[src/rtl/core/mcr_pkg.sv]
// Shared constants and types for the midpoint circle rasterizer.
package mcr_pkg;

	localparam int COORD_BITS_DEF = 12;

	// signed width of every emitted coordinate
	localparam int PIX_W       = 14;
	localparam int BORDER_W    = 5;
	localparam int OUT_FIELDS_W = 3 * PIX_W;
	localparam int OUT_TDATA_W = ((OUT_FIELDS_W + 7) / 8) * 8;
	localparam int OUT_PAD_W   = OUT_TDATA_W - OUT_FIELDS_W;
	localparam int OUT_TUSER_W = 2;

	// configuration register indexes
	localparam logic CFG_FILL   = 1'b0;
	localparam logic CFG_BORDER = 1'b1;

	// input action codes
	localparam logic ACT_START = 1'b0;
	localparam logic ACT_STEP  = 1'b1;

	// result kind codes
	localparam logic KIND_PIXEL = 1'b0;
	localparam logic KIND_SPAN  = 1'b1;

	// word index within one step: four spans, then eight octant pixels
	localparam int IDX_W = 4;
	localparam logic [IDX_W-1:0] IDX_S0 = 4'd0;
	localparam logic [IDX_W-1:0] IDX_S1 = 4'd1;
	localparam logic [IDX_W-1:0] IDX_S2 = 4'd2;
	localparam logic [IDX_W-1:0] IDX_S3 = 4'd3;
	localparam logic [IDX_W-1:0] IDX_P0 = 4'd4;
	localparam logic [IDX_W-1:0] IDX_P1 = 4'd5;
	localparam logic [IDX_W-1:0] IDX_P2 = 4'd6;
	localparam logic [IDX_W-1:0] IDX_P3 = 4'd7;
	localparam logic [IDX_W-1:0] IDX_P4 = 4'd8;
	localparam logic [IDX_W-1:0] IDX_P5 = 4'd9;
	localparam logic [IDX_W-1:0] IDX_P6 = 4'd10;
	localparam logic [IDX_W-1:0] IDX_P7 = 4'd11;

	typedef struct packed {
		logic load;   // take a new step snapshot
		logic fill;   // emit spans first
		logic done;   // this step finishes the circle
	} mcr_job_t;

endpackage

[src/rtl/core/midpoint_circle_rasterizer_unit.sv]
// Top level of the midpoint circle rasterizer: loop state, decision update, config.
//
// channel  | dir | handshake             | content
// s_axis   | in  | tvalid/tready         | tdata: center_x, center_y, radius; tuser: action
// m_axis   | out | tvalid/tready         | tdata: x_start, y_pos, x_end; tuser: kind, done_res; tlast
// cfg      | in  | cfg_we (no wait)      | cfg_index selects fill_mode or border_size, cfg_data
//
// A start word produces nothing. A step word produces 8 words, or 12 with fill on, one per cycle
// from the output register while m_axis does not stall; the next word is taken in the cycle the
// last of those enters the output register, so a new step word waits until the word sequencer is
// through with the last. The loop update is done when the step is taken. Reset clears the loop
// state and fill mode and sets border_size to 1; m_axis stalls hold the output word in place.
module midpoint_circle_rasterizer_unit #(
	parameter int COORD_BITS = mcr_pkg::COORD_BITS_DEF,
	parameter int IN_TDATA_W = ((3 * COORD_BITS + 7) / 8) * 8
) (
	input  logic                             clk,
	input  logic                             arst_n,
	input  logic                             s_axis_tvalid,
	output logic                             s_axis_tready,
	// center_x, center_y, radius, zero pad
	input  logic [IN_TDATA_W-1:0]            s_axis_tdata,
	// action
	input  logic                             s_axis_tuser,
	output logic                             m_axis_tvalid,
	input  logic                             m_axis_tready,
	// x_start, y_pos, x_end, zero pad
	output logic [mcr_pkg::OUT_TDATA_W-1:0]  m_axis_tdata,
	// kind, done_res
	output logic [mcr_pkg::OUT_TUSER_W-1:0]  m_axis_tuser,
	output logic                             m_axis_tlast,
	input  logic                             cfg_we,
	input  logic                             cfg_index,
	input  logic [mcr_pkg::BORDER_W-1:0]     cfg_data
);
	import mcr_pkg::*;

	localparam int LOOP_W = COORD_BITS + 1;
	localparam int ERR_W  = COORD_BITS + 4;

	logic [COORD_BITS-1:0]     cx_q, cy_q;
	logic signed [LOOP_W-1:0]  xcur_q, ycur_q;
	logic signed [ERR_W-1:0]   err_q;
	logic                      active_q;
	logic                      fill_q;
	logic [BORDER_W-1:0]       border_q;

	logic [COORD_BITS-1:0]     in_cx, in_cy, in_r;
	logic                      accept, start_go, step_go, emit_free;
	logic signed [LOOP_W-1:0]  x_inc, y_inc, x_n, y_n;
	logic signed [ERR_W-1:0]   err_n;
	logic                      done_n;
	mcr_job_t                  job;

	assign in_cx = s_axis_tdata[COORD_BITS-1:0];
	assign in_cy = s_axis_tdata[2*COORD_BITS-1:COORD_BITS];
	assign in_r  = s_axis_tdata[3*COORD_BITS-1:2*COORD_BITS];

	assign s_axis_tready = emit_free;
	assign accept   = s_axis_tvalid && s_axis_tready;
	assign start_go = accept && (s_axis_tuser == ACT_START);
	assign step_go  = accept && (s_axis_tuser == ACT_STEP) && active_q;

	// midpoint decision: move y when the term is not positive, else move x
	always_comb begin
		y_inc = ycur_q + LOOP_W'(1);
		x_inc = xcur_q - LOOP_W'(1);
		if (err_q <= 0) begin
			x_n   = xcur_q;
			y_n   = y_inc;
			err_n = err_q + ERR_W'($signed({y_inc, 1'b1}));
		end else begin
			x_n   = x_inc;
			y_n   = ycur_q;
			err_n = err_q - ERR_W'($signed({x_inc, 1'b1}));
		end
		done_n = (x_n < y_n);
	end

	assign job.load = step_go;
	assign job.fill = fill_q;
	assign job.done = done_n;

	always_ff @(posedge clk or negedge arst_n) begin
		if (!arst_n) begin
			cx_q     <= '0;
			cy_q     <= '0;
			xcur_q   <= '0;
			ycur_q   <= '0;
			err_q    <= '0;
			active_q <= 1'b0;
			fill_q   <= 1'b0;
			border_q <= BORDER_W'(1);
		end else begin
			if (start_go) begin
				cx_q     <= in_cx;
				cy_q     <= in_cy;
				xcur_q   <= $signed({1'b0, in_r});
				ycur_q   <= '0;
				err_q    <= '0;
				active_q <= 1'b1;
			end else if (step_go) begin
				xcur_q   <= x_n;
				ycur_q   <= y_n;
				err_q    <= err_n;
				active_q <= !done_n;
			end
			if (cfg_we) begin
				case (cfg_index)
					CFG_FILL:   fill_q   <= cfg_data[0];
					CFG_BORDER: border_q <= cfg_data;
					default:    fill_q   <= fill_q;
				endcase
			end
		end
	end

	mcr_emit #(
		.COORD_BITS(COORD_BITS)
	) u_emit (
		.clk           (clk),
		.arst_n        (arst_n),
		.job           (job),
		.cx            (cx_q),
		.cy            (cy_q),
		.xc            (xcur_q),
		.yc            (ycur_q),
		.border        (border_q),
		.free          (emit_free),
		.m_axis_tvalid (m_axis_tvalid),
		.m_axis_tready (m_axis_tready),
		.m_axis_tdata  (m_axis_tdata),
		.m_axis_tuser  (m_axis_tuser),
		.m_axis_tlast  (m_axis_tlast)
	);

	a_start_activates: assert property (@(posedge clk) disable iff (!arst_n)
		start_go |=> active_q && (ycur_q == 0) && (err_q == 0))
		else $error("start did not arm the loop");

	a_step_moves_one: assert property (@(posedge clk) disable iff (!arst_n)
		step_go |=> (xcur_q != $past(xcur_q)) != (ycur_q != $past(ycur_q)))
		else $error("step must move exactly one loop coordinate");

	a_done_clears: assert property (@(posedge clk) disable iff (!arst_n)
		step_go && done_n |=> !active_q)
		else $error("finished circle still active");

endmodule

[src/rtl/core/mcr_emit.sv]
// Step snapshot, word sequencer and output register of the circle rasterizer.
module mcr_emit #(
	parameter int COORD_BITS = mcr_pkg::COORD_BITS_DEF
) (
	input  logic                             clk,
	input  logic                             arst_n,
	input  mcr_pkg::mcr_job_t                job,
	input  logic [COORD_BITS-1:0]            cx,
	input  logic [COORD_BITS-1:0]            cy,
	input  logic signed [COORD_BITS:0]       xc,
	input  logic signed [COORD_BITS:0]       yc,
	input  logic [mcr_pkg::BORDER_W-1:0]     border,
	output logic                             free,
	output logic                             m_axis_tvalid,
	input  logic                             m_axis_tready,
	// x_start, y_pos, x_end, zero pad
	output logic [mcr_pkg::OUT_TDATA_W-1:0]  m_axis_tdata,
	// kind, done_res
	output logic [mcr_pkg::OUT_TUSER_W-1:0]  m_axis_tuser,
	output logic                             m_axis_tlast
);
	import mcr_pkg::*;

	logic                      job_valid_q;
	logic                      done_q;
	logic [COORD_BITS-1:0]     cx_q, cy_q;
	logic signed [COORD_BITS:0] x_q, y_q;
	logic [BORDER_W-1:0]       b_q;
	logic [IDX_W-1:0]          idx_q;

	logic                      out_valid_q;
	logic [OUT_TDATA_W-1:0]    tdata_q;
	logic [OUT_TUSER_W-1:0]    tuser_q;
	logic                      tlast_q;

	logic out_load;
	logic is_final;

	logic signed [PIX_W-1:0] xe, ye, cxe, cye, be;
	logic signed [PIX_W-1:0] a_v, c_v, u_v, v_v;
	logic signed [PIX_W-1:0] xs_n, yp_n, xend_n;
	logic                    kind_n;

	assign out_load = job_valid_q && (!out_valid_q || m_axis_tready);
	assign is_final = (idx_q == IDX_P7);
	assign free     = !job_valid_q || (out_load && is_final);

	assign cxe = PIX_W'($signed({1'b0, cx_q}));
	assign cye = PIX_W'($signed({1'b0, cy_q}));
	assign xe  = PIX_W'(x_q);
	assign ye  = PIX_W'(y_q);
	assign be  = PIX_W'($signed({1'b0, b_q}));

	always_comb begin
		a_v    = (idx_q inside {IDX_S0, IDX_S3}) ? xe : ye;
		c_v    = (idx_q inside {IDX_S0, IDX_S3}) ? ye : xe;
		u_v    = (idx_q inside {IDX_P0, IDX_P3, IDX_P4, IDX_P7}) ? xe : ye;
		v_v    = (idx_q inside {IDX_P0, IDX_P3, IDX_P4, IDX_P7}) ? ye : xe;
		kind_n = KIND_PIXEL;
		xs_n   = '0;
		yp_n   = '0;
		xend_n = '0;
		case (idx_q)
			IDX_S0, IDX_S1, IDX_S2, IDX_S3: begin
				kind_n = KIND_SPAN;
				xs_n   = cxe - a_v + be - PIX_W'(1);
				xend_n = cxe + a_v - be;
				yp_n   = (idx_q inside {IDX_S0, IDX_S1}) ? (cye + c_v - be) : (cye - c_v + be);
			end
			IDX_P0, IDX_P1, IDX_P2, IDX_P3, IDX_P4, IDX_P5, IDX_P6, IDX_P7: begin
				kind_n = KIND_PIXEL;
				xs_n   = (idx_q inside {IDX_P0, IDX_P1, IDX_P6, IDX_P7}) ? (cxe + u_v) : (cxe - u_v);
				xend_n = xs_n;
				yp_n   = (idx_q inside {IDX_P0, IDX_P1, IDX_P2, IDX_P3}) ? (cye + v_v) : (cye - v_v);
			end
			default: begin
				kind_n = KIND_PIXEL;
			end
		endcase
	end

	// control
	always_ff @(posedge clk or negedge arst_n) begin
		if (!arst_n) begin
			job_valid_q <= 1'b0;
			idx_q       <= IDX_S0;
			out_valid_q <= 1'b0;
		end else begin
			if (job.load) begin
				job_valid_q <= 1'b1;
				idx_q       <= job.fill ? IDX_S0 : IDX_P0;
			end else if (out_load && is_final) begin
				job_valid_q <= 1'b0;
			end else if (out_load) begin
				idx_q <= idx_q + IDX_W'(1);
			end
			if (out_load) begin
				out_valid_q <= 1'b1;
			end else if (m_axis_tready) begin
				out_valid_q <= 1'b0;
			end
		end
	end

	// payload
	always_ff @(posedge clk) begin
		if (job.load) begin
			done_q <= job.done;
			cx_q   <= cx;
			cy_q   <= cy;
			x_q    <= xc;
			y_q    <= yc;
			b_q    <= border;
		end
		if (out_load) begin
			tdata_q <= {{OUT_PAD_W{1'b0}}, xend_n, yp_n, xs_n};
			tuser_q <= {done_q && is_final, kind_n};
			tlast_q <= is_final;
		end
	end

	assign m_axis_tvalid = out_valid_q;
	assign m_axis_tdata  = tdata_q;
	assign m_axis_tuser  = tuser_q;
	assign m_axis_tlast  = tlast_q;

	a_load_when_free: assert property (@(posedge clk) disable iff (!arst_n)
		job.load |-> free)
		else $error("snapshot loaded while words still pending");

	a_idx_range: assert property (@(posedge clk) disable iff (!arst_n)
		job_valid_q |-> (idx_q <= IDX_P7))
		else $error("word index past last pixel");

	a_final_sets_last: assert property (@(posedge clk) disable iff (!arst_n)
		out_load && is_final |=> m_axis_tvalid && m_axis_tlast)
		else $error("final word without tlast");

	a_done_on_last: assert property (@(posedge clk) disable iff (!arst_n)
		m_axis_tvalid && m_axis_tuser[1] |-> m_axis_tlast)
		else $error("done flag on a word that is not last");

endmodule
[config.mk]
export PLATFORM = sky130hd
export DESIGN_NAME = midpoint_circle_rasterizer_unit
export DESIGN_NICKNAME = d
export VERILOG_FILES = /design/src/rtl/core/mcr_pkg.sv /design/src/rtl/core/midpoint_circle_rasterizer_unit.sv /design/src/rtl/core/mcr_emit.sv
export SDC_FILE = /design/constraint.sdc
export NUM_CORES = 1
export LEC_CHECK = 0
export BUFFER_PORTS_ARGS = -buffer_cell sky130_fd_sc_hd__buf_2
export CAP_MARGIN = 20
export CORE_ASPECT_RATIO = 0.75
export CORE_MARGIN = 2
export CORE_UTILIZATION = 60
export CTS_CLUSTER_SIZE = 25
export DETAILED_ROUTE_END_ITERATION = 16
export PLACE_DENSITY = 0.79
export SYNTH_ARGS = -nofsm -noshare
export SYNTH_HDL_FRONTEND = slang
export SYNTH_HIERARCHICAL = 1
export SYNTH_SLANG_ARGS = --single-unit
[constraint.sdc]
create_clock -name clk -period 5.1 [get_ports clk]
set_clock_uncertainty 0.05 [all_clocks]
set_input_delay 1.02 -clock clk [delete_from_list [all_inputs] [get_ports clk]]
set_output_delay 1.02 -clock clk [all_outputs]
set_load 0.05 [all_outputs]
Word-level counts from Yosys, hierarchy flattened:

Index checks and enable logic that the tools add are counted.

* register bits: 180
* bits of input ports: 52
* output and inout bits: 53
* word-level logic and storage cells: 111

* add/subtract/negate cells: 18
* order comparisons: 2
* eq/ne operators: 12
* muxes and demuxes: 30
* bitwise logic cells: 2
* reductions and logical operators: 27

Operator list (count)
* 14-bit 2-to-1 mux: 7
* 14-bit one-hot mux with 2 select lines: 3
* 13-bit 2-to-1 mux: 6
* 13-bit by 14-bit adder with 14-bit output: 4
* 13-bit by 14-bit subtractor with 14-bit output: 4
* 16-bit 2-to-1 mux: 3
* 14-bit by 6-bit adder with 14-bit output: 2
* 14-bit by 6-bit subtractor with 14-bit output: 2
* 16-bit by 14-bit adder with 16-bit output: 1
* 4-bit by 3-bit equality test with 1-bit output, second input constant: 4
* 4-bit equality test, second input constant: 4
* 16-bit by 1-bit less-or-equal comparator with 1-bit output, second input constant: 1
* 16-bit by 14-bit subtractor with 16-bit output: 1
* 14-bit by 2-bit subtractor with 14-bit output, second input constant: 1
* 13-bit by 2-bit adder with 13-bit output, second input constant: 1
* 13-bit less-than comparator: 1
* 13-bit by 2-bit subtractor with 13-bit output, second input constant: 1
* 4-bit 2-to-1 mux: 3
* 2-bit nonzero test: 6
* 4-bit nonzero test: 3
* 4-bit by 2-bit equality test with 1-bit output, second input constant: 2
* 8-bit OR reduction: 1
* 1-bit logical AND: 7
* 1-bit 2-to-1 mux: 7
* other kinds (10): 16

Longest topological paths before layout:

* word-level depth: 10
* mapped depth: 20
* gate-level depth less buffers: 19

Modules after synthesis:

Netlist, hierarchy kept.

By module, submodules not included
* mcr_emit: instances 1, cells each 968, area an instance 9621.7 sq um, sequential area each 3183.1 sq um
* midpoint_circle_rasterizer_unit: instances 1, cells each 577, area an instance 4904.7 sq um, sequential area each 1828.0 sq um

Worst setup path after synthesis:

Ideal clock, no wire load.

* path kind: register to register
* start: register u_emit.idx_q[0]
* end: register u_emit.tdata_q[26], in the netlist u_emit/m_axis_tdata[26] (data pin)
* setup time: 0.268 ns
* arrival: 4.214 ns
* slack: 0.568 ns
* stages on the path, launching flop included: 17
* buffers on the path: 1
* cells stage by stage: dfrtp_1 -> inv_1 -> ha_1 -> nor2_1 -> nor3_2 -> buf_2 -> mux2_2 -> inv_1 -> fa_1 -> fa_1 -> a211oi_1 -> o211ai_1 -> a41oi_1 -> o21ai_0 -> xor2_1 -> a211oi_2 -> o31ai_1

* longest elaborated chain between the ends: 7
* elaborated cells on any way between the ends: 29
* classes of those cells: add/sub: 6; eq/ne: 11; mux: 5; reduce/logical: 7

RTL lines
* from (decl): RTL line mcr_emit.sv:29 `logic [IDX_W-1:0] idx_q;`
* from (signal assigned): RTL line mcr_emit.sv:91 `idx_q <= job.fill ? IDX_S0 : IDX_P0;`
* from (signal assigned): RTL line mcr_emit.sv:95 `idx_q <= idx_q + IDX_W'(1);`
* 4-bit by 2-bit equality test with 1-bit output or 4-bit logical NOT (tied branches): RTL line mcr_emit.sv:56, mcr_emit.sv:63, mcr_emit.sv:68
* 2-bit nonzero test: RTL line mcr_emit.sv:56 `c_v = (idx_q inside {IDX_S0, IDX_S3}) ? ye : xe;`
* 14-bit 2-to-1 mux: RTL line mcr_emit.sv:56
* 13-bit by 14-bit subtractor with 14-bit output or 13-bit by 14-bit adder with 14-bit output (tied branches): RTL line mcr_emit.sv:68 `yp_n = (idx_q inside {IDX_S0, IDX_S1}) ? (cye + c_v - be) : (cye - c_v + be);`
* 14-bit by 6-bit adder with 14-bit output or 14-bit by 6-bit subtractor with 14-bit output (tied branches): RTL line mcr_emit.sv:68
* 14-bit 2-to-1 mux: RTL line mcr_emit.sv:68
* 14-bit one-hot mux with 2 select lines *: RTL line mcr_emit.sv:63 `case (idx_q)`
* named net u_emit.yp_n[12]: RTL line mcr_emit.sv:41 `logic signed [PIX_W-1:0] xs_n, yp_n, xend_n;`
* to (signal assigned): RTL line mcr_emit.sv:116 `tdata_q <= {{OUT_PAD_W{1'b0}}, xend_n, yp_n, xs_n};`
* to (decl): RTL line mcr_emit.sv:32 `logic [OUT_TDATA_W-1:0] tdata_q;`

Mark *: on every way through the listed nets, which the timed path passes. The rest lies on a longest branch.
A chain may end at the register's enable or synchronous reset.

Worst setup path after layout:

Ends and elaborated chain as after synthesis.

==> qor.yml <==
sta:
  tns_ps: 0
  relSlewSlack: 0.494
  final.min_clock_period_ps: 4840
  hold_viol: 0
  slew_viol_final: 0
  final.period_utilization: 0.948
  worst_pin_slew_ps: 758
  max_freq_ghz: 0.207
  hold_ws_ps: 396
  rsz0062_at_grt: "false"
  setup_viol: 0
setup_path:
  reg2reg_slack_ps: 260
  worstPathRequired_ps: 5250
  cp-end-kind: "flop"
  start_kind: "flop"
  cp_cell_sequence: "inv_1 -> ha_1 -> nor2_1 -> nor3_4 -> mux2i_1 -> inv_1 -> ha_1 -> inv_1 -> ha_1 -> fa_1 -> a211oi_1 -> o211ai_1 -> a41oi_1 -> o21ai_0 -> xor2_1 -> a211oi_2 -> o31ai_1"
  critical_path.max_stage_delay_ps: 520
  worstPathArrival_ps: 4980
  r2r_start: "u_emit/idx_q[0]"
  cp_max_fo: 6
  cp_slowest_cell: "fa_1"
  regToRegEndpoint: "u_emit/m_axis_tdata[26]"
  path_class: "reg -> reg"
  worstRegToRegCells: 17
placement:
  io_buffers: 94
  dp_hpwl_mm: 28.2
  place.gp.congestion: 0.938
  dp.cells: 1904
floorplan:
  initial_core_util: 0.609
  die_area_um2: 25500
  fp.dieW_um: 184
  core_area_um2: 23800
  io_pins: 105
  row_count: 49
  die_y_um: 139
clock_network:
  clock_path_buffers: 2
  cts_htree_levels: 4
  cts_tree: "done"
  cts.clk_slew.worst_paths_ps: 70
  cts_made_buffers: 17
  hold_buffers: 0
  cts_sinks: 180
  insertion_delay_ps: 450
  cts_root_buffer: "clkbuf_16"
cells_and_area:
  nNetsFinal: 1837
  syn2layout_area_growth_pct: 9.35
  stdcell_count: 1937
  diodes: 0
  drive_gt1_frac: 0.130
  utilization: 0.666
route:
  vias: 12000
  wirelength_mm: 37.9
  drc: 0
  first_pass_iters: 6
  ant_nets: 0
  avgRoutedWirePerCell_um: 19.6
  drt_iter0_drc: 1483
  detail_route.vias_per_cell: 6.18
hold_path:
  whs_path_depth: 0
  hp-start: "cy_q[10]"
  holdPathEnd: "u_emit/cy_q[10]"
  holdCritPathClass: "reg -> reg"
synthesis:
  synth_mux_area_frac: 0.0454
  synth-edff-count: 101
  synth_top_family_by_area: "compound AO/OA/AOI/OAI gates"
  yosys_warnings: 6
  synthFlopType: "edfxtp_1"
  syn_area_um2: 14500
  synth_simple_gate_area_frac: 0.153
  synth_compound_area_frac: 0.173
  yosys.cell_types.count: 98
  avgSynthCellArea_um2: 9.40
  synth_xor_area_frac: 0.0806
  synth_fa_ha_area_frac: 0.156
  yosysSeqAreaShare: 0.345
  synth_cells: 1545
  yosys_register_bits: 180
  synthArstFlopShare: 0.439
global_routing:
  grt_pass1_wl_mm: 61.2
  antenna_found_initial: 0
  grt_pass1_vias: 11500
  grt_max_degree: 51
  grt_usage: 0.305
  grt_overflow: 0
run:
  drv_cap: 0
outcome:
  status: "completed"
[cell usage after synthesis (23+ instances only)]
library cell | instances | area share
nand2_1 | 204 | 0.053
clkbuf_1 | 31 | 0.0080
inv_1 | 96 | 0.025
ha_1 | 143 | 0.12
mux2i_1 | 42 | 0.029
fa_1 | 24 | 0.033
o21ai_0 | 115 | 0.040
xor2_1 | 68 | 0.041
nor3_1 | 27 | 0.0093
edfxtp_1 | 101 | 0.21
nor2_1 | 92 | 0.024
a211oi_1 | 23 | 0.012
a21o_1 | 29 | 0.015
dfrtp_1 | 78 | 0.13
xnor2_1 | 62 | 0.037
a21oi_1 | 88 | 0.030
[worst max-delay path by stage]
stage	end	from	slack, ps	cells after the start
3_5_place_dp	u_emit/m_axis_tdata[26]	u_emit/idx_q[1]	340	17
2_1_floorplan	u_emit/m_axis_tdata[26]	u_emit/idx_q[0]	570	16
5_1_grt	u_emit/m_axis_tdata[26]	u_emit/idx_q[0]	10	17
3_3_place_gp	u_emit/m_axis_tdata[26]	u_emit/idx_q[0]	460	15
4_1_cts	u_emit/m_axis_tdata[26]	u_emit/idx_q[1]	300	17
6_report	u_emit/m_axis_tdata[26]	u_emit/idx_q[0]	260	17
[state kept, by name (all words and copies together) (netlist names), 13 cells and up]
name	count
u_emit/m_axis_tdata	42
xcur_q	13
u_emit/y_q	13
ycur_q	13
u_emit/x_q	13
err_q	16
[what timing repair did]
action,4_1_cts,5_1_grt
resized for setup,0,1
endpoints found under the setup margin,0,1
setup buffers,0,0
hold endpoints to repair,0,0
[worst max-delay path, delay by kind of cell, from the launching register on]
| kind | cells | cell delay, ps |
|---|---|---|
| DFF | 1 | 420 |
| AOI/OAI and AO/OA | 6 | 1550 |
| buffers and inverters | 3 | 250 |
| muxes | 1 | 350 |
| and+or+nand+nor | 2 | 440 |
| xor gates and xnor gates | 1 | 170 |
| adders and majority gates | 4 | 1350 |
[logic make-up after synthesis]
| kind of cell | after synthesis |
|---|---|
| AND/OR/NAND/NOR | 449 |
| AO/OA/AOI/OAI | 392 |
| flip-flops | 180 |
| adder cells (fa/ha/maj) | 167 |
| buffers and inverters | 162 |
| XOR/XNOR | 132 |
| multiplexers | 62 |
| other | 1 |
[area by class of cell]
class,count,area (µm²)
Multi-Input combinational cell,1208,8880
Fill cell,1898,7970
Clock inverter,13,128
Sequential cell,180,5010
Timing Repair Buffer,114,647
Tap cell,306,383
Clock buffer,19,475
Inverter,97,364
[per-layer routing]
metal	global-route usage	vias up	routed length [µm]
met4	0.0888	0	768
li1	-	5658	-
met3	0.0643	57	3250
met1	0.457	5725	17400
met5	0	-	0
met2	0.444	529	16500
[stage by stage]
step                      instance area (µm²)  setup slack, ps
after floorplan                         14500              568
after global placement                  15200              461
after detailed placement                15300              343
after CTS                               15900              301
after global routing                    15900             10.4
final                                   15900              263
[cell usage in the layout (no fill, tap or decap), types with 19 or more instances in the layout]
| cell type | synthesis | final |
|---|---|---|
| a211oi_1 | 23 | 23 |
| a21o_1 | 29 | 29 |
| a21oi_1 | 88 | 88 |
| buf_2 | 16 | 93 |
| buf_4 | 10 | 19 |
| clkbuf_16 | 0 | 19 |
| dfrtp_1 | 78 | 78 |
| edfxtp_1 | 101 | 101 |
| fa_1 | 24 | 24 |
| ha_1 | 143 | 143 |
| inv_1 | 96 | 95 |
| mux2i_1 | 42 | 42 |
| nand2_1 | 204 | 204 |
| nor2_1 | 92 | 91 |
| nor3_1 | 27 | 27 |
| o21a_1 | 22 | 22 |
| o21ai_0 | 115 | 115 |
| xnor2_1 | 62 | 62 |
| xor2_1 | 68 | 68 |
Power is left out: the tool's default activity adds up to more than one toggle a clock period on the data nets, which glitch-free logic cannot reach.
